<file path="src/rtl/epoch_seconds_to_calendar_unit_macros.svh">
// Assertion macros shared by the calendar conversion RTL.
// Expects clk and rst_n in the scope of each use.
`ifndef EPOCH_SECONDS_TO_CALENDAR_UNIT_MACROS_SVH
`define EPOCH_SECONDS_TO_CALENDAR_UNIT_MACROS_SVH

// Same-cycle implication, off during reset.
`define ESC_ASSERT_IMPLY(lbl, ante, cons, msg) \
  lbl: assert property (@(posedge clk) disable iff (!rst_n) (ante) |-> (cons)) else $error(msg);

// Next-cycle implication, off during reset.
`define ESC_ASSERT_NEXT(lbl, ante, cons, msg) \
  lbl: assert property (@(posedge clk) disable iff (!rst_n) (ante) |=> (cons)) else $error(msg);

`endif

</file>
<file path="src/rtl/esc_pkg.sv">
// Package for the calendar conversion block: payload types, division
// reciprocals and calendar constants. No dependencies.
`timescale 1ns / 1ps
package esc_pkg;

  // Reciprocals: x/15 = (x*MAGIC_DIV15)>>35, x/3 = (x*MAGIC_DIV3)>>33 (32-bit x),
  // x/1461 = (x*MAGIC_DIV1461)>>27 for x below 94519.
  localparam logic [31:0] MAGIC_DIV15   = 32'h8888_8889;
  localparam logic [31:0] MAGIC_DIV3    = 32'hAAAA_AAAB;
  localparam logic [16:0] MAGIC_DIV1461 = 17'd91868;

  // Count days from 1968-01-01 in four-year blocks that open with a leap year.
  localparam logic [15:0] EPOCH_BIAS    = 16'd731;
  // Day index of 2100-03-01; from here on skip the missing Feb 29 of 2100.
  localparam logic [15:0] SKIP_LEAP_DAY = 16'd47541;
  localparam logic [15:0] DAYS_PER_4Y   = 16'd1461;
  localparam logic [11:0] BASE_YEAR     = 12'd1968;
  localparam logic [10:0] YEAR1_START   = 11'd366;
  localparam logic [10:0] YEAR2_START   = 11'd731;
  localparam logic [10:0] YEAR3_START   = 11'd1096;

  typedef struct packed {
    logic [4:0] hour;
    logic [5:0] minute;
    logic [5:0] second;
  } hms_t;

  typedef struct packed {
    logic [15:0] days;
    hms_t        hms;
  } tod_t;

  typedef struct packed {
    logic [11:0] year;
    logic [3:0]  month;
    logic [4:0]  day;
    hms_t        hms;
  } cal_t;

  // Day of year on which month idx+1 starts (idx 0 is January).
  function automatic logic [8:0] month_start(input logic [3:0] idx, input logic leap);
    logic [8:0] base;
    unique case (idx)
      4'd0:    base = 9'd0;
      4'd1:    base = 9'd31;
      4'd2:    base = 9'd59;
      4'd3:    base = 9'd90;
      4'd4:    base = 9'd120;
      4'd5:    base = 9'd151;
      4'd6:    base = 9'd181;
      4'd7:    base = 9'd212;
      4'd8:    base = 9'd243;
      4'd9:    base = 9'd273;
      4'd10:   base = 9'd304;
      4'd11:   base = 9'd334;
      default: base = 9'd0;
    endcase
    return base + ((leap && idx >= 4'd2) ? 9'd1 : 9'd0);
  endfunction

endpackage

</file>
<file path="src/rtl/esc_if.sv">
// Channel interfaces of the calendar conversion block: valid/ready plus payload.
// Depends on nothing.
`timescale 1ns / 1ps
interface esc_in_if;
  logic        valid;
  logic        ready;
  logic [31:0] epoch_seconds;

  modport source (output valid, output epoch_seconds, input ready);
  modport sink   (input valid, input epoch_seconds, output ready);
endinterface

interface esc_out_if;
  logic        valid;
  logic        ready;
  logic [11:0] year;
  logic [3:0]  month;
  logic [4:0]  day;
  logic [4:0]  hour;
  logic [5:0]  minute;
  logic [5:0]  second;

  modport source (output valid, output year, output month, output day,
                  output hour, output minute, output second, input ready);
  modport sink   (input valid, input year, input month, input day,
                  input hour, input minute, input second, output ready);
endinterface

</file>
<file path="src/rtl/epoch_seconds_to_calendar_unit.sv">
// Top level: seconds since 1970-01-01 00:00:00 to Gregorian date and time.
// Uses esc_pkg, esc_in_if/esc_out_if, esc_tod and esc_date.
//
// Usage:
//   in_ch  (sink)   : one item = 32-bit unsigned epoch_seconds.
//   out_ch (source) : one item = year, month, day, hour, minute, second.
//   Every accepted item yields exactly one result, in order.
// Timing:
//   Ten register stages: four for the time-of-day split (two reciprocal
//   multiply/remainder steps by 60, one by 24) and six for the date (bias
//   and 2100 fix-up, divide and remainder by 1461 days, year, month, day).
//   One item per cycle when nothing stalls.
// Reset:
//   rst_n (synchronous, low) clears the stage valid bits only; no state is
//   kept between items, so nothing else needs clearing.
// Backpressure:
//   When out_ch.ready is low the last stage holds its item; earlier stages
//   keep filling any empty slots, and in_ch.ready drops only once every
//   stage holds an item. Nothing is lost or repeated.
`timescale 1ns / 1ps
module epoch_seconds_to_calendar_unit (
  input  logic      clk,
  input  logic      rst_n,
  esc_in_if.sink    in_ch,
  esc_out_if.source out_ch
);
  import esc_pkg::*;

  // link between the time-of-day and the date sections
  logic tod_valid;
  logic tod_ready;
  tod_t tod_data;
  cal_t cal_data;

  // Split seconds, minutes, hours; leave whole days.
  esc_tod u_tod (
    .clk        (clk),
    .rst_n      (rst_n),
    .in_valid   (in_ch.valid),
    .in_ready   (in_ch.ready),
    .in_seconds (in_ch.epoch_seconds),
    .out_valid  (tod_valid),
    .out_ready  (tod_ready),
    .out_tod    (tod_data)
  );

  // Walk the days into year, month and day of month.
  esc_date u_date (
    .clk       (clk),
    .rst_n     (rst_n),
    .in_valid  (tod_valid),
    .in_ready  (tod_ready),
    .in_tod    (tod_data),
    .out_valid (out_ch.valid),
    .out_ready (out_ch.ready),
    .out_cal   (cal_data)
  );

  // Unpack the result onto the output channel.
  assign out_ch.year   = cal_data.year;
  assign out_ch.month  = cal_data.month;
  assign out_ch.day    = cal_data.day;
  assign out_ch.hour   = cal_data.hms.hour;
  assign out_ch.minute = cal_data.hms.minute;
  assign out_ch.second = cal_data.hms.second;

endmodule

</file>
<file path="src/rtl/esc_tod.sv">
// Time-of-day split: seconds into second, minute, hour and whole days.
// Four register stages; uses esc_pkg and the assertion macro header.
`timescale 1ns / 1ps
`include "epoch_seconds_to_calendar_unit_macros.svh"
module esc_tod (
  input  logic          clk,
  input  logic          rst_n,
  input  logic          in_valid,
  output logic          in_ready,
  input  logic [31:0]   in_seconds,
  output logic          out_valid,
  input  logic          out_ready,
  output esc_pkg::tod_t out_tod
);
  import esc_pkg::*;

  localparam int NSTG = 4;

  logic [NSTG-1:0] vld_r;
  logic [NSTG:0]   adv;

  // stage A
  logic [61:0] prod_in;
  logic [31:0] x_a_r;
  logic [26:0] q60_a_r;
  // stage B
  logic [31:0] rem60_a;
  logic [56:0] prod_a;
  logic [5:0]  sec_b_r;
  logic [26:0] q60_b_r;
  logic [20:0] q3600_b_r;
  // stage C
  logic [26:0] rem60_b;
  logic [49:0] prod_b;
  logic [5:0]  sec_c_r;
  logic [5:0]  min_c_r;
  logic [20:0] q3600_c_r;
  logic [15:0] days_c_r;
  // stage D
  logic [20:0] rem24_c;
  logic [5:0]  sec_d_r;
  logic [5:0]  min_d_r;
  logic [4:0]  hr_d_r;
  logic [15:0] days_d_r;

  // A stage moves when it is empty or the one after it moves.
  always_comb begin
    adv[NSTG] = out_ready;
    for (int i = NSTG - 1; i >= 0; i--) begin
      adv[i] = !vld_r[i] || adv[i+1];
    end
  end

  assign in_ready = adv[0];

  always_ff @(posedge clk) begin
    if (!rst_n) begin
      vld_r <= '0;
    end else begin
      if (adv[0]) begin
        vld_r[0] <= in_valid;
      end
      for (int i = 1; i < NSTG; i++) begin
        if (adv[i]) begin
          vld_r[i] <= vld_r[i-1];
        end
      end
    end
  end

  // x/60 = (x/4)/15
  assign prod_in = 62'(in_seconds[31:2]) * 62'(MAGIC_DIV15);
  assign rem60_a = x_a_r - (32'(q60_a_r) * 32'd60);
  assign prod_a  = 57'(q60_a_r[26:2]) * 57'(MAGIC_DIV15);
  assign rem60_b = q60_b_r - (27'(q3600_b_r) * 27'd60);
  // x/24 = (x/8)/3
  assign prod_b  = 50'(q3600_b_r[20:3]) * 50'(MAGIC_DIV3);
  assign rem24_c = q3600_c_r - (21'(days_c_r) * 21'd24);

  always_ff @(posedge clk) begin
    if (adv[0]) begin
      x_a_r   <= in_seconds;
      q60_a_r <= prod_in[61:35];
    end
    if (adv[1]) begin
      sec_b_r   <= rem60_a[5:0];
      q60_b_r   <= q60_a_r;
      q3600_b_r <= prod_a[55:35];
    end
    if (adv[2]) begin
      sec_c_r   <= sec_b_r;
      min_c_r   <= rem60_b[5:0];
      q3600_c_r <= q3600_b_r;
      days_c_r  <= prod_b[48:33];
    end
    if (adv[3]) begin
      sec_d_r  <= sec_c_r;
      min_d_r  <= min_c_r;
      hr_d_r   <= rem24_c[4:0];
      days_d_r <= days_c_r;
    end
  end

  assign out_valid          = vld_r[NSTG-1];
  assign out_tod.days       = days_d_r;
  assign out_tod.hms.hour   = hr_d_r;
  assign out_tod.hms.minute = min_d_r;
  assign out_tod.hms.second = sec_d_r;

  `ESC_ASSERT_IMPLY(a_tod_hour, out_valid, out_tod.hms.hour < 5'd24, "hour out of range")
  `ESC_ASSERT_IMPLY(a_tod_minute, out_valid, out_tod.hms.minute < 6'd60, "minute out of range")
  `ESC_ASSERT_IMPLY(a_tod_second, out_valid, out_tod.hms.second < 6'd60, "second out of range")

endmodule

</file>
<file path="src/rtl/esc_date.sv">
// Date stages: whole days into year, month and day of month; carries the
// time of day along. Six register stages; uses esc_pkg and the macro header.
`timescale 1ns / 1ps
`include "epoch_seconds_to_calendar_unit_macros.svh"
module esc_date (
  input  logic          clk,
  input  logic          rst_n,
  input  logic          in_valid,
  output logic          in_ready,
  input  esc_pkg::tod_t in_tod,
  output logic          out_valid,
  input  logic          out_ready,
  output esc_pkg::cal_t out_cal
);
  import esc_pkg::*;

  localparam int NSTG = 6;

  logic [NSTG-1:0] vld_r;
  logic [NSTG:0]   adv;
  hms_t            hms_r [NSTG];

  logic [15:0] adj_in;
  logic [15:0] d0_r;
  logic [32:0] prod_0;
  logic [15:0] d1_r;
  logic [5:0]  cyc1_r;
  logic [15:0] rem_1;
  logic [10:0] r2_r;
  logic [5:0]  cyc2_r;
  logic [1:0]  yoff_2;
  logic [10:0] doy_2;
  logic [11:0] year3_r;
  logic [8:0]  doy3_r;
  logic        leap3_r;
  logic [3:0]  mon_3;
  logic [11:0] year4_r;
  logic [8:0]  doy4_r;
  logic        leap4_r;
  logic [3:0]  mon4_r;
  logic [8:0]  day_4;
  logic [11:0] year5_r;
  logic [3:0]  mon5_r;
  logic [4:0]  day5_r;

  always_comb begin
    adv[NSTG] = out_ready;
    for (int i = NSTG - 1; i >= 0; i--) begin
      adv[i] = !vld_r[i] || adv[i+1];
    end
  end

  assign in_ready = adv[0];

  always_ff @(posedge clk) begin
    if (!rst_n) begin
      vld_r <= '0;
    end else begin
      if (adv[0]) begin
        vld_r[0] <= in_valid;
      end
      for (int i = 1; i < NSTG; i++) begin
        if (adv[i]) begin
          vld_r[i] <= vld_r[i-1];
        end
      end
    end
  end

  // Pretend 2100 is a leap year: shift every day from its March 1 by one.
  assign adj_in = in_tod.days + ((in_tod.days >= SKIP_LEAP_DAY) ? 16'd1 : 16'd0)
                  + EPOCH_BIAS;
  assign prod_0 = 33'(d0_r) * 33'(MAGIC_DIV1461);
  assign rem_1  = d1_r - (16'(cyc1_r) * DAYS_PER_4Y);

  // Year within the four-year block; the first one is the leap year.
  always_comb begin
    priority if (r2_r >= YEAR3_START) begin
      yoff_2 = 2'd3;
      doy_2  = r2_r - YEAR3_START;
    end else if (r2_r >= YEAR2_START) begin
      yoff_2 = 2'd2;
      doy_2  = r2_r - YEAR2_START;
    end else if (r2_r >= YEAR1_START) begin
      yoff_2 = 2'd1;
      doy_2  = r2_r - YEAR1_START;
    end else begin
      yoff_2 = 2'd0;
      doy_2  = r2_r;
    end
  end

  // Month: the last month whose first day is not past the day of year.
  always_comb begin
    mon_3 = 4'd1;
    for (int k = 1; k < 12; k++) begin
      if (doy3_r >= month_start(4'(k), leap3_r)) begin
        mon_3 = 4'(k + 1);
      end
    end
  end

  assign day_4 = doy4_r - month_start(mon4_r - 4'd1, leap4_r) + 9'd1;

  always_ff @(posedge clk) begin
    if (adv[0]) begin
      d0_r     <= adj_in;
      hms_r[0] <= in_tod.hms;
    end
    if (adv[1]) begin
      d1_r     <= d0_r;
      cyc1_r   <= prod_0[32:27];
      hms_r[1] <= hms_r[0];
    end
    if (adv[2]) begin
      r2_r     <= rem_1[10:0];
      cyc2_r   <= cyc1_r;
      hms_r[2] <= hms_r[1];
    end
    if (adv[3]) begin
      year3_r  <= BASE_YEAR + 12'({cyc2_r, 2'b00}) + 12'(yoff_2);
      doy3_r   <= doy_2[8:0];
      leap3_r  <= (yoff_2 == 2'd0);
      hms_r[3] <= hms_r[2];
    end
    if (adv[4]) begin
      year4_r  <= year3_r;
      doy4_r   <= doy3_r;
      leap4_r  <= leap3_r;
      mon4_r   <= mon_3;
      hms_r[4] <= hms_r[3];
    end
    if (adv[5]) begin
      year5_r  <= year4_r;
      mon5_r   <= mon4_r;
      day5_r   <= day_4[4:0];
      hms_r[5] <= hms_r[4];
    end
  end

  assign out_valid     = vld_r[NSTG-1];
  assign out_cal.year  = year5_r;
  assign out_cal.month = mon5_r;
  assign out_cal.day   = day5_r;
  assign out_cal.hms   = hms_r[NSTG-1];

  `ESC_ASSERT_IMPLY(a_date_year, out_valid, out_cal.year >= 12'd1970 && out_cal.year <= 12'd2106, "year out of range")
  `ESC_ASSERT_IMPLY(a_date_month, out_valid, out_cal.month >= 4'd1 && out_cal.month <= 4'd12, "month out of range")
  `ESC_ASSERT_IMPLY(a_date_day, out_valid, out_cal.day >= 5'd1 && (out_cal.month != 4'd2 || out_cal.day <= 5'd29) && ((out_cal.month != 4'd4 && out_cal.month != 4'd6 && out_cal.month != 4'd9 && out_cal.month != 4'd11) || out_cal.day <= 5'd30), "day beyond month length")
  `ESC_ASSERT_NEXT(a_date_epoch, in_valid && in_ready && in_tod.days == 16'd0, vld_r[0] && d0_r == EPOCH_BIAS, "epoch day not biased into 1970")

endmodule

</file>
<file path="src/flat_wrapper.sv">
// flat-port wrapper written by rule: the top's interface ports become plain ports
module epoch_seconds_to_calendar_unit_flat import esc_pkg::*;
  (clk, rst_n, in_ch_valid, in_ch_epoch_seconds, in_ch_ready, out_ch_valid, out_ch_year, out_ch_month, out_ch_day, out_ch_hour, out_ch_minute, out_ch_second, out_ch_ready);
  esc_in_if in_ch_i ();
  esc_out_if out_ch_i ();
  input  logic clk;
  input  logic rst_n;
  input wire logic [$bits(in_ch_i.valid)-1:0] in_ch_valid;
  input wire logic [$bits(in_ch_i.epoch_seconds)-1:0] in_ch_epoch_seconds;
  output wire logic [$bits(in_ch_i.ready)-1:0] in_ch_ready;
  output wire logic [$bits(out_ch_i.valid)-1:0] out_ch_valid;
  output wire logic [$bits(out_ch_i.year)-1:0] out_ch_year;
  output wire logic [$bits(out_ch_i.month)-1:0] out_ch_month;
  output wire logic [$bits(out_ch_i.day)-1:0] out_ch_day;
  output wire logic [$bits(out_ch_i.hour)-1:0] out_ch_hour;
  output wire logic [$bits(out_ch_i.minute)-1:0] out_ch_minute;
  output wire logic [$bits(out_ch_i.second)-1:0] out_ch_second;
  input wire logic [$bits(out_ch_i.ready)-1:0] out_ch_ready;
  assign in_ch_i.valid = in_ch_valid;
  assign in_ch_i.epoch_seconds = in_ch_epoch_seconds;
  assign in_ch_ready = in_ch_i.ready;
  assign out_ch_valid = out_ch_i.valid;
  assign out_ch_year = out_ch_i.year;
  assign out_ch_month = out_ch_i.month;
  assign out_ch_day = out_ch_i.day;
  assign out_ch_hour = out_ch_i.hour;
  assign out_ch_minute = out_ch_i.minute;
  assign out_ch_second = out_ch_i.second;
  assign out_ch_i.ready = out_ch_ready;
  epoch_seconds_to_calendar_unit u_core (.clk(clk), .rst_n(rst_n), .in_ch(in_ch_i), .out_ch(out_ch_i));
endmodule
</file>
<file path="config.mk">
export PLATFORM = sky130hd
export DESIGN_NAME = epoch_seconds_to_calendar_unit_flat
export DESIGN_NICKNAME = d
export VERILOG_FILES = /design/src/rtl/esc_pkg.sv /design/src/rtl/esc_if.sv /design/src/rtl/epoch_seconds_to_calendar_unit.sv /design/src/rtl/esc_tod.sv /design/src/rtl/esc_date.sv /design/src/flat_wrapper.sv
export VERILOG_INCLUDE_DIRS = /design/src /design/src/rtl
export SDC_FILE = /design/constraint.sdc
export NUM_CORES = 2
export LEC_CHECK = 0
export ABC_CLOCK_PERIOD_IN_PS = 8500
export BUFFER_PORTS_ARGS = -buffer_cell sky130_fd_sc_hd__clkbuf_2
export CAP_MARGIN = 40
export CORE_ASPECT_RATIO = 0.75
export CORE_MARGIN = 5
export CORE_UTILIZATION = 45
export CTS_CLUSTER_DIAMETER = 50
export CTS_CLUSTER_SIZE = 14
export DETAILED_ROUTE_END_ITERATION = 7
export RECOVER_POWER = 100
export SLEW_MARGIN = 20
export SYNTH_ARGS = -nofsm -noshare
export SYNTH_HDL_FRONTEND = slang
export SYNTH_SLANG_ARGS = --single-unit
</file>
<file path="constraint.sdc">
create_clock -name clk -period 8.5 [get_ports clk]
set_input_delay 1.7 -clock clk [delete_from_list [all_inputs] [get_ports clk]]
set_output_delay 1.7 -clock clk [all_outputs]
set_load 0.01 [all_outputs]
</file>
==> results.ini <==
[setup_path]
rr_endpoint=u_core.u_tod.days_c_r[10]
startpoint_type=input port
cp.required_ns=8.79
worstPathMaxFanout=6
r2r-start=u_core.u_tod.q3600_b_r[8]
r2r_cells=20
crit_start=in_ch_epoch_seconds[18]
critPathArrivalTime_ns=7.84
critical_path_class=in -> reg
cp-end-kind=flip-flop
r2r_slack_ns=1.00

[yosys]
synth_cell_types=70
synth_area_um2=36700
synth_flop_cell=edfxtp_1
async_flop_share_pct=0
synth_largest_area_cell=edfxtp_1
synthTopCellsByArea=edfxtp_1 (28%), ha_1 (25%), fa_1 (23%)
synthesis.nets=4375
synth_edf_count=346
syn_inst=3174
avgSynthCellArea_um2=11.56
synth.top_cell.area_share_pct=28.31
ys_seq_elements=356
yosysSeqAreaShare_pct=28.86
ys.warnings.count=0

[clocking]
clkTransAtPathRegs_ns=0.06
clock_latency_ns=0.54
cts_setup_buffers=0
ctsLongestPathBuffers=3
cts.repair.resized=0
cts_buffers=36
htreeDepth=2
root_buffer=clkbuf_16
cts_tree=built
clock_sinks=356
ctsHoldBuffers=0

[sta]
fin_ws_ns=0.9551
slew_viol_final=357
period_needed_ns=7.545
setup_violations=0
rsz0062_at_grt=false
tightestPinTransition_ns=2.023
hold_viol_final=0
maxSlewHeadroom_pct=-34.85
tns_ns=0
skew_ns=0.01955
timing.final.crit_share_pct=88.76
clock.fmax_ghz=0.1325

[hold_path]
worstHoldStart=u_core.u_tod.days_c_r[11]
hold_class=reg -> reg
hold_end=u_core.u_tod.days_d_r[11]
holdPathStages=0

[die]
core_area_um2=80630
rows=90
die_y_um=257.3
die_area_um2=87420
die_x_um=339.8
io_pins=76
start_util_pct=45.52

[route]
drt_iter0_markers=1112
wl_per_cell_um=16.09
dr_total_vias=21520
routed_via_density=4.932
detail-route-antenna-nets=0
postRouteWirelength_mm=70.20
drc=0
first_pass_iters=5

[final_layout]
area_growth_syn_to_layout_pct=7.320
multi_input_area_um2=22940
fin_area_um2=39380
final_nets=4485
regArea_um2=10590
final_util_pct=48.85
fillers=7340
drive_gt1_share_pct=2.754
diodes=0

[placed_design]
placed_cell_area_um2=38420
gp_congestion=0.9032
dp_slack_ns=0.7672
io_buffers=75
dpl.hpwl_mm=60.79

[global_route]
grt_use_total_pct=16.45
grt_antenna_before_repair=1
grt_overflow=0
grt_pass1_vias=21910
grt_pass1_wl_mm=117.2
grt_max_degree=39

[status]
violations=capacitance limit, slew limit
status=complete, but fails checks

[job]
cap_violations=10

[worst max-delay path: stages]
cell and delay [ns]:
clkbuf_1 0.22, ha_1 0.30, ha_1 0.40, fa_1 0.55, inv_1 0.09, fa_1 0.53
inv_1 0.08, fa_1 0.51, fa_1 0.51, ha_1 0.32, ha_1 0.36, nand2_1 0.12
nor4_1 0.39, nand4_1 0.14, o31a_1 0.28, a21oi_1 0.53, o211ai_1 0.20, a21boi_0 0.32
o21ai_0 0.15, xnor2_1 0.14
[per-stage QoR]
| stage | cells | hold slack [ns] |
|---|---|---|
| floorplan | 3174 | 0.4003 |
| global placement | 4303 | 0.4010 |
| detailed placement | 4303 | 0.4045 |
| CTS | 4361 | 0.4045 |
| global route | 4362 | 0.4172 |
| finish | 4362 | 0.4050 |
[flip-flops by register name, indices dropped and copies added (netlist names), 16 cells and up]
signal                  flops
u_core.u_date.hms_r       102
u_core.u_tod.q60_a_r       27
u_core.u_tod.q3600_b_r     21
u_core.u_date.d0_r         16
u_core.u_tod.days_c_r      16
u_core.u_tod.days_d_r      16
[cell families after synthesis]
family	share of synthesized area (%)
multiplexers	0.05455
flip-flops	28.86
AND/OR/NAND/NOR	4.044
XOR/XNOR	3.103
AO/OA/AOI/OAI	7.058
buffers and inverters	8.531
adder cells (fa/ha/maj)	48.35
[per-layer routing]
layer,part of all wire [%],global-route usage (%),wire [um],vias to the layer above
met4,0.82,1.972,575,0
met1,54,26.91,38020,10360
met3,5.1,2.920,3548,39
met2,40,23.22,28050,317
met5,0,0,0,-
li1,-,-,-,10800
[worst max path at each step]
stage                                     to  slack [ns]
global route        u_core.u_tod.q60_a_r[23]        0.57
finish              u_core.u_tod.q60_a_r[23]        0.96
detailed placement  u_core.u_tod.q60_a_r[23]        0.77
CTS                 u_core.u_tod.q60_a_r[23]        1.34
floorplan           u_core.u_tod.q60_a_r[23]        1.45
global placement    u_core.u_tod.q60_a_r[23]        0.86
[synth_stat cells (all sizes together) (4+ instances only)]
cell       n
ha       743
xor2      49
fa       422
xnor2     81
or2        6
and4       6
nand2b    11
o22ai      9
edfxtp   346
o21bai    14
nor2b     22
o31ai      4
nand3     29
nand2     53
inv      819
o2111ai    8
a21o      57
a21boi     7
nor3      25
a21oi    118
clkbuf    13
and2      13
and3      14
dfxtp     10
a211o      5
nor2      70
a221oi     5
a2111oi    4
a311oi     5
o21a      11
or3        4
o21ai     73
o311ai     4
o41ai      6
o211ai    14
a31oi     17
a211oi    11
o31a       4
nand4     28
nor4       4
[layout by cell type (no fill, tap or decap), types with 28 or more instances in the layout]
master	instances
a21o_1	57
a21oi_1	118
clkbuf_1	64
clkbuf_16	37
clkbuf_2	29
edfxtp_1	346
fa_1	422
ha_1	743
inv_1	819
nand2_1	53
nand3_1	29
nand4_1	28
nor2_1	70
o21ai_0	73
xnor2_1	81
xor2_1	49
[area by class of cell]
class	instances	area share, %
sequential	356	26.89
inverter	819	7.806
clock buffer	44	2.418
timing repair buffer	86	0.9118
multi-input combinational	1985	58.26
tap	1058	3.361
clock inverter	14	0.3590
Power is left out: the tool's default activity adds up to more than one toggle a clock period on the data nets, which glitch-free logic cannot reach.
